==> src/hdl/mss_pkg.sv <==
// Shared types and constants for the masked signature scanner.
// Used by every module of the block; has no dependencies of its own.
package mss_pkg;

  localparam int MAX_SIG_WORDS  = 16;
  localparam int MAX_CANDIDATES = 256;

  localparam int WORD_W     = 32;
  localparam int ADDR_W     = 64;
  localparam int CMD_W      = 3;
  localparam int SLOT_W     = 4;
  localparam int RSLOT_W    = 8;
  localparam int CFG_W      = 5;
  localparam int LEN_W      = $clog2(MAX_SIG_WORDS + 1);
  localparam int SIG_IDX_W  = $clog2(MAX_SIG_WORDS);
  localparam int CNT_W      = 9;
  localparam int CAND_IDX_W = $clog2(MAX_CANDIDATES);

  localparam int Q_DEPTH = 2;
  localparam int Q_PTR_W = $clog2(Q_DEPTH);
  localparam int Q_CNT_W = $clog2(Q_DEPTH + 1);

  localparam logic [CMD_W-1:0] CMD_LOAD    = 3'd0;
  localparam logic [CMD_W-1:0] CMD_CLEAR   = 3'd1;
  localparam logic [CMD_W-1:0] CMD_SEGMENT = 3'd2;
  localparam logic [CMD_W-1:0] CMD_SCAN    = 3'd3;
  localparam logic [CMD_W-1:0] CMD_READ    = 3'd4;

  typedef enum logic [2:0] {
    OP_LOAD,
    OP_CLEAR,
    OP_SEGMENT,
    OP_SCAN,
    OP_READ,
    OP_NONE
  } op_t;

  typedef struct packed {
    logic [CMD_W-1:0]   command;
    logic [SLOT_W-1:0]  pattern_slot;
    logic [WORD_W-1:0]  pattern_value;
    logic [WORD_W-1:0]  pattern_mask;
    logic [WORD_W-1:0]  data_word;
    logic [ADDR_W-1:0]  word_address;
    logic [RSLOT_W-1:0] read_slot;
  } in_item_t;

  typedef struct packed {
    logic              match_found;
    logic [ADDR_W-1:0] match_address;
    logic [CNT_W-1:0]  candidate_total;
    logic              list_overflow;
  } out_item_t;

  typedef struct packed {
    op_t                op;
    logic [SLOT_W-1:0]  slot;
    logic [WORD_W-1:0]  value;
    logic [WORD_W-1:0]  mask;
    logic [WORD_W-1:0]  word;
    logic [ADDR_W-1:0]  addr;
    logic [RSLOT_W-1:0] rslot;
  } q_entry_t;

  typedef struct packed {
    logic valid;
  } q_status_t;

  typedef struct packed {
    logic pop;
  } q_ctrl_t;

endpackage

==> src/hdl/mss_front.sv <==
// Front end: accepts requests, decodes the command and queues the request.
// Depends on mss_pkg.
module mss_front (
  input  logic              clk,
  input  logic              rst_n,
  input  logic              in_valid,
  output logic              in_stall,
  input  mss_pkg::in_item_t in_data,
  output mss_pkg::q_status_t q_stat,
  input  mss_pkg::q_ctrl_t  q_ctrl,
  output mss_pkg::q_entry_t q_head
);
  import mss_pkg::*;

  q_entry_t             q_r [Q_DEPTH];
  logic [Q_PTR_W-1:0]   wr_ptr_r, wr_ptr_nxt;
  logic [Q_PTR_W-1:0]   rd_ptr_r, rd_ptr_nxt;
  logic [Q_CNT_W-1:0]   cnt_r, cnt_nxt;
  q_entry_t             entry;
  logic                 push;
  logic                 pop;

  always_comb begin
    entry.slot  = in_data.pattern_slot;
    entry.value = in_data.pattern_value;
    entry.mask  = in_data.pattern_mask;
    entry.word  = in_data.data_word;
    entry.addr  = in_data.word_address;
    entry.rslot = in_data.read_slot;
    unique case (in_data.command)
      CMD_LOAD:    entry.op = OP_LOAD;
      CMD_CLEAR:   entry.op = OP_CLEAR;
      CMD_SEGMENT: entry.op = OP_SEGMENT;
      CMD_SCAN:    entry.op = OP_SCAN;
      CMD_READ:    entry.op = OP_READ;
      default:     entry.op = OP_NONE;
    endcase
  end

  assign in_stall     = (cnt_r == Q_CNT_W'(Q_DEPTH));
  assign push         = in_valid && !in_stall;
  assign pop          = q_ctrl.pop;
  assign q_stat.valid = (cnt_r != '0);
  assign q_head       = q_r[rd_ptr_r];

  always_comb begin
    wr_ptr_nxt = wr_ptr_r;
    rd_ptr_nxt = rd_ptr_r;
    cnt_nxt    = cnt_r;
    if (push) begin
      wr_ptr_nxt = (wr_ptr_r == Q_PTR_W'(Q_DEPTH - 1)) ? '0 : wr_ptr_r + Q_PTR_W'(1);
    end
    if (pop) begin
      rd_ptr_nxt = (rd_ptr_r == Q_PTR_W'(Q_DEPTH - 1)) ? '0 : rd_ptr_r + Q_PTR_W'(1);
    end
    if (push && !pop) begin
      cnt_nxt = cnt_r + Q_CNT_W'(1);
    end else if (pop && !push) begin
      cnt_nxt = cnt_r - Q_CNT_W'(1);
    end
  end

  always_ff @(posedge clk) begin
    if (!rst_n) begin
      wr_ptr_r <= '0;
      rd_ptr_r <= '0;
      cnt_r    <= '0;
    end else begin
      wr_ptr_r <= wr_ptr_nxt;
      rd_ptr_r <= rd_ptr_nxt;
      cnt_r    <= cnt_nxt;
    end
  end

  always_ff @(posedge clk) begin
    if (push) begin
      q_r[wr_ptr_r] <= entry;
    end
  end

endmodule

==> config.mk <==
export PLATFORM = sky130hd
export DESIGN_NAME = mss_front
export DESIGN_NICKNAME = d
export VERILOG_FILES = /design/src/hdl/mss_pkg.sv /design/src/hdl/mss_front.sv
export SDC_FILE = /design/constraint.sdc
export NUM_CORES = 1
export LEC_CHECK = 0
export ABC_CLOCK_PERIOD_IN_PS = 15700
export BUFFER_PORTS_ARGS = -buffer_cell sky130_fd_sc_hd__buf_2
export CAP_MARGIN = 15
export CORE_ASPECT_RATIO = 1.5
export CORE_MARGIN = 2
export CORE_UTILIZATION = 50
export CTS_CLUSTER_DIAMETER = 100
export DETAILED_ROUTE_END_ITERATION = 10
export PLACE_DENSITY = 0.8
export REMOVE_ABC_BUFFERS = 1
export SYNTH_ARGS = -nofsm -noshare
export SYNTH_HDL_FRONTEND = slang
export SYNTH_SLANG_ARGS = --single-unit
==> constraint.sdc <==
create_clock -name clk -period 15.7 [get_ports clk]
set_input_delay 0 -clock clk [delete_from_list [all_inputs] [get_ports clk]]
set_output_delay 0 -clock clk [all_outputs]
set_load 0.005 [all_outputs]
==> results.yml, run 1 <==
timing:
  fin_tns_setup_ns: 0
  worst_max_slew_pin_slew_ns: 1.10
  maxSlewViolCount: 0
  fin_crit_sh_pct: 17.1
  final.hold.worst_slack_ns: 0.165
  unrepaired_setup_endpoints_after_global_routing: "false"
  setup_viol: 0
  maxSlewHeadroom_pct: 26.4
  max_clock_freq_mhz: 372
  timing.final.crit_period_ns: 2.69
  finalHoldViolations: 0
  worst_clock_skew_ns: 0.00672
grt:
  gr-usage-all-layers_pct: 20.7
  grt_remaining_overflow: 0
  grt_pass1_wl_um: 42800
  number_of_antenna_violations_at_the_first_check_in_global_routing: 6
  grt_pass1_vias: 8117
  grt_max_degree: 176
clock_network:
  htree_levels: 1
  clock_tree_from_tritoncts: "built"
  cts-buffers-inserted: 31
  source_to_sink_clock_delay_at_the_later_pin_of_the_worst_skew_pair_ns: 0.55
  cts-root-to-sink-buffers: 3
  cts_root_buf: "clkbuf_16"
  clock-sinks: 355
  cts.clk_slew.worst_paths_ns: 0.06
drt:
  routedWlPerCell_um: 19.4
  detailed_route_drc_error_count: 0
  drtAntennaViolNets: 0
  detailedRoute.firstPassIterationCount: 4
  via_per_inst: 4.96
  wirelength_um: 28900
  routed-via-count: 7380
  detailedRoute.firstIterationViolations: 357
synthesis:
  synthesis.area_per_instance_sq_um: 22.6
  post-synth-top-count-cell: "edfxtp_1"
  synth.lib_cells_used.distinct: 23
  dominantRegCellSynth: "edfxtp_1"
  post_synthesis_cells: 572
  synth_area_sq_um: 12900
  ys_ff_latch: 355
  async_reset_ff_share_pct: 0
  synth.top_cell.area_share_pct: 81.3
  synth.yosys.seq_area_share_pct: 82.1
  yosys.area.top_type: "edfxtp_1"
  netlist_top_cells_area: "edfxtp_1 81%, mux2_2 15%, buf_6 1.3%"
  ys.warnings.count: 0
  post_synth_most_frequent_cells: "350 x edfxtp_1, 175 x mux2_2, 15 x buf_6"
  number_of_enable_flip_flop_cells_after_synthesis: 350
setup_path:
  critPathKind: "reg2out"
  worst-endpoint-required_ns: 15.70
  reg2reg_slack_ns: 13.49
  regToRegStartpoint: "cnt_r[0]"
  timing.rr.end: "q_r[1][154]"
  timing.critical_path.fanout_max: 81
  cp_slowest_cell: "buf_4"
  cp_slowest_stage_delay_ns: 0.89
  path_buf_inv: 2
  r2r_cells: 3
  crit_arrival_ns: 2.69
  worstPathCellList: "buf_4 -> mux2_2 -> buf_2"
  timing.critical_path.max_delay_family: "buffers and inverters"
  start_kind: "flop"
  crit_path_end_kind: "primary output"
floorplan:
  die_width_um: 135
  row_count: 72
  design.portCount: 356
  die-height_um: 201
  core_area_sq_um: 25600
  starting_density_of_the_core_pct: 50.5
  overall_die_area_sq_um: 27200
final_layout:
  drive_gt1_share_pct: 50.8
  postLayoutCellArea_sq_um: 17700
  seqCellArea_sq_um: 10600
  n_fill_cell: 1606
  multi_input_area_sq_um: 2120
  finalNetCount: 1305
  area_delta_synth_final_pct: 37.1
min_path:
  cells_on_worst_hold_path: 2
  hold_path_end: "q_r[1][167]"
  hold_path.startpoint: "in_data[167]"
  hold_path_class: "in2reg"
place:
  port_buffers: 355
  dp.final_hpwl_um: 16600
  gp_congestion: 0.793
  dpl_cell_area_sq_um: 15000
flow_run:
  timing.max_cap.violations: 0
status:
  outcome: "completed"
power:
  irDropWorstVdd_uv: 115
  power_per_cell_area_nw_per_um2: 124
  leak_nw: 6.68
metrics by stage:
| stage | worst slack [ns] | std cells | power, mW | util, % |
|---|---|---|---|---|
| 3_3_place_gp | 13.51 | 1245 | 1.46 | 58.6 |
| 3_5_place_dp | 13.48 | 1245 | 1.47 | 58.6 |
| 4_1_cts | 12.96 | 1482 | 2.20 | 69.2 |
| 2_1_floorplan | 2.33 | 552 | 1.37 | - |
| 6_report | 13.01 | 1487 | 2.19 | 69.3 |
| 5_1_grt | 12.88 | 1485 | 2.27 | 69.2 |
routing by layer:
| metal | routed length, um | GRT usage, % |
|---|---|---|
| met3 | 1690 | 4.87 |
| met5 | 11 | 0 |
| met4 | 1320 | 9.86 |
| met1 | 10000 | 21.1 |
| met2 | 15900 | 39.0 |
worst max-delay path by stage:
stage | endpoint | slack, ns | cells after the start
floorplan | wr_ptr_r | 2.33 | 4
global placement | q_r[1][135] | 13.51 | 3
detailed placement | q_r[1][110] | 13.48 | 3
CTS | q_head[13] | 12.96 | 3
global route | q_head[162] | 12.88 | 3
finish | q_head[13] | 13.01 | 3
flip-flops by register name, summed over array words and instances (netlist names), named ones only:
register  flops
q_r         350
cnt_r         2
rd_ptr_r      1
wr_ptr_r      1
cells by family after synthesis:
kind of cell             count (synthesis)  synth area share (%)
multiplexers                           175                  15.2
flip-flops                             355                  82.1
adder cells (fa/ha/maj)                  1                0.0968
AO/OA/AOI/OAI                            5                 0.271
buffers and inverters                   23                  1.62
AND/OR/NAND/NOR                         10                 0.474
XOR/XNOR                                 3                 0.203
report_power, final:
part | internal (mW) | switching [mW]
clock network | 0.379 | 0.321
logic | 0.158 | 0.155
registers | 1.15 | 0.0248
total | 1.69 | 0.501
cells in the final DEF, fill, tap and decap left out, types with 2 or more instances in the layout:
| master | count |
|---|---|
| and2_1 | 3 |
| buf_4 | 4 |
| clkinv_2 | 9 |
| edfxtp_1 | 350 |
| dlygate4sd3_1 | 180 |
| clkinv_1 | 5 |
| inv_1 | 3 |
| clkbuf_1 | 8 |
| mux2_2 | 175 |
| xor2_1 | 2 |
| clkinvlp_4 | 2 |
| clkbuf_16 | 31 |
| diode_2 | 5 |
| buf_2 | 355 |
| a21boi_0 | 2 |
| dfxtp_1 | 4 |
cell type report:
type | instances | area share, %
Sequential cell | 355 | 59.9
Timing Repair Buffer | 540 | 20.5
Multi-Input combinational cell | 194 | 11.9
Clock buffer | 39 | 4.55
Tap cell | 333 | 2.35
Clock inverter | 18 | 0.664
Antenna cell | 5 | 0.0706
Inverter | 3 | 0.0635
repair_timing:
item / 4_1_cts / 5_1_grt
gates resized for setup: 0 / 0
endpoints found under the hold margin: 370 / 0
hold buffers: 180 / 0
buffers inserted: 0 / 0
Power figures use the tool's default switching activity.
==> run 2: changes to the inputs <==
--- a/config.mk
+++ b/config.mk
@@ -5,15 +5,15 @@
 export SDC_FILE = /design/constraint.sdc
 export NUM_CORES = 1
 export LEC_CHECK = 0
-export ABC_CLOCK_PERIOD_IN_PS = 15700
+export ABC_CLOCK_PERIOD_IN_PS = 2300
 export BUFFER_PORTS_ARGS = -buffer_cell sky130_fd_sc_hd__buf_2
 export CAP_MARGIN = 15
 export CORE_ASPECT_RATIO = 1.5
 export CORE_MARGIN = 2
-export CORE_UTILIZATION = 50
+export CORE_UTILIZATION = 47
 export CTS_CLUSTER_DIAMETER = 100
 export DETAILED_ROUTE_END_ITERATION = 10
-export PLACE_DENSITY = 0.8
+export PLACE_DENSITY = 0.79
 export REMOVE_ABC_BUFFERS = 1
 export SYNTH_ARGS = -nofsm -noshare
 export SYNTH_HDL_FRONTEND = slang
==> constraint.sdc (replaced) <==
create_clock -name clk -period 2.3 [get_ports clk]
set_input_delay 0 -clock clk [delete_from_list [all_inputs] [get_ports clk]]
set_output_delay 0 -clock clk [all_outputs]
set_load 0.005 [all_outputs]
==> results.yml, run 2 (synthesis results as in run 1) <==
clock_network:
  clock_tree_from_tritoncts: "built"
  clock-sinks: 355
  cts.clk_slew.worst_paths_ns: 0.07
  cts_root_buf: "clkbuf_16"
  htree_levels: 1
  cts-buffers-inserted: 31
  source_to_sink_clock_delay_at_the_later_pin_of_the_worst_skew_pair_ns: 0.56
  cts-root-to-sink-buffers: 3
  postCtsSetupRepairBufs: 0
drt:
  wirelength_um: 29700
  detailed_route_drc_error_count: 0
  drtAntennaViolNets: 0
  routedWlPerCell_um: 19.8
  detailedRoute.firstIterationViolations: 417
  via_per_inst: 4.98
  detailedRoute.firstPassIterationCount: 6
  routed-via-count: 7468
place:
  gp_congestion: 0.806
  placedCellCount: 1261
  dp.final_hpwl_um: 17800
  dpl_cell_area_sq_um: 15100
  port_buffers: 355
setup_path:
  crit_path_end_kind: "primary output"
  cp_slowest_cell: "dfxtp_4"
  start_kind: "flop"
  worst-endpoint-required_ns: 2.30
  r2r_cells: 6
  crit_arrival_ns: 2.07
  timing.critical_path.max_delay_family: "flip-flops"
  timing.critical_path.fanout_max: 57
  worstPathCellList: "buf_12 -> mux2_2 -> buf_2"
  reg2reg_slack_ns: 0.36
  timing.rr.end: "wr_ptr_r"
  path_buf_inv: 2
  cp_slowest_stage_delay_ns: 0.58
  critPathKind: "reg2out"
  regToRegStartpoint: "cnt_r[1]"
final_layout:
  registers.top_by_ff_count: "q_r"
  n_fill_cell: 1732
  drive_gt1_share_pct: 51.0
  largest_register_ffs: 350
  utilization_pct: 66.1
  area_delta_synth_final_pct: 38.7
  mostFrequentLayoutCell: "buf_2"
  top_library_cells_by_usage_in_the_layout_fill_and_taps_aside: "355 x buf_2, 350 x edfxtp_1, 179 x dlygate4sd3_1, 175 x mux2_2, 31 x clkbuf_16"
  final_cell_count_no_fill: 1501
  postLayoutCellArea_sq_um: 17900
  top_flop_regs: "q_r (350), cnt_r (2)"
  finalNetCount: 1311
floorplan:
  starting_density_of_the_core_pct: 47.6
  row_count: 74
  overall_die_area_sq_um: 28900
  design.portCount: 356
  core_area_sq_um: 27100
  die_width_um: 139
  die-height_um: 207
timing:
  maxSlewViolCount: 0
  maxSlewHeadroom_pct: 59.2
  finalHoldViolations: 0
  worst_clock_skew_ns: 0.00983
  worst_max_slew_pin_slew_ns: 0.612
  unrepaired_setup_endpoints_after_global_routing: "false"
  max_clock_freq_mhz: 484
  setup_viol: 0
  timing.final.crit_period_ns: 2.07
  fin_crit_sh_pct: 89.9
status:
  outcome: "completed"
min_path:
  hold_path_class: "in2reg"
  hold_path.startpoint: "in_valid"
  cells_on_worst_hold_path: 4
  hold_path_end: "q_r[0][46]"
grt:
  grt_max_degree: 99
  grt_remaining_overflow: 0
  grt_pass1_wl_um: 44600
  grt_pass1_vias: 8203
  number_of_antenna_violations_at_the_first_check_in_global_routing: 5
  gr-usage-all-layers_pct: 19.9
power:
  irDropWorstVdd_uv: 748
  report.power.total_mw: 15.4
  leak_nw: 6.76
  power_per_cell_area_nw_per_um2: 857
flow_run:
  timing.max_cap.violations: 0
run 2: cell type report:
type	instances	area [sq um]	share of cell area [%]
well taps	342	428	2.39
clock buffers	38	802	4.47
repair buffers	546	3760	21.0
diodes	5	12.5	0.0698
flip-flops and latches	355	10600	59.2
multi-input cells	194	2120	11.8
inverters	3	11.3	0.0628
clock inverters	18	190	1.06
run 2: metrics by stage:
step                worst slack, ns  TNS [ns]  hold slack [ns]
floorplan                    -11.07  -2856.34           0.0989
global placement              0.590         0            0.188
detailed placement            0.506         0            0.191
CTS                           0.195         0           0.0777
global route                  0.122         0            0.109
finish                        0.232         0            0.102
run 2: worst min-delay path: stages:
cell	delay, ns
buf_2	0.11
inv_1	0.09
nor3_2	0.09
buf_12	0.18
run 2: layer usage:
metal / wire [um] / track usage (%) / up-vias
li1: - / - / 3400
met1: 10300 / 21.3 / 3660
met2: 16300 / 36.7 / 311
met3: 1560 / 3.51 / 97
met4: 1560 / 10.7 / 0
met5: 0 / 0 / -
run 2: worst max-delay path by stage:
| stage | start | endpoint | cells past startpoint |
|---|---|---|---|
| after floorplan | cnt_r[0] | wr_ptr_r | 4 |
| after global placement | cnt_r[0] | q_r[0][21] | 4 |
| after detailed placement | cnt_r[1] | cnt_r[1] | 6 |
| after CTS | flop | q_head[13] | 3 |
| after global routing | flop | q_head[140] | 3 |
| final | flop | q_head[140] | 3 |
run 2: power by group:
part | switching (mW) | internal, mW | total (mW)
logic | 1.08 | 1.14 | 2.22
clock network | 2.22 | 2.91 | 5.13
registers | 0.167 | 7.85 | 8.02
total | 3.47 | 11.9 | 15.4
run 2: timing repair:
action	in CTS	in global routing
hold buffers	179	0
endpoints found under the hold margin	355	0
endpoints found under the setup margin	0	0
gates resized for setup	0	0
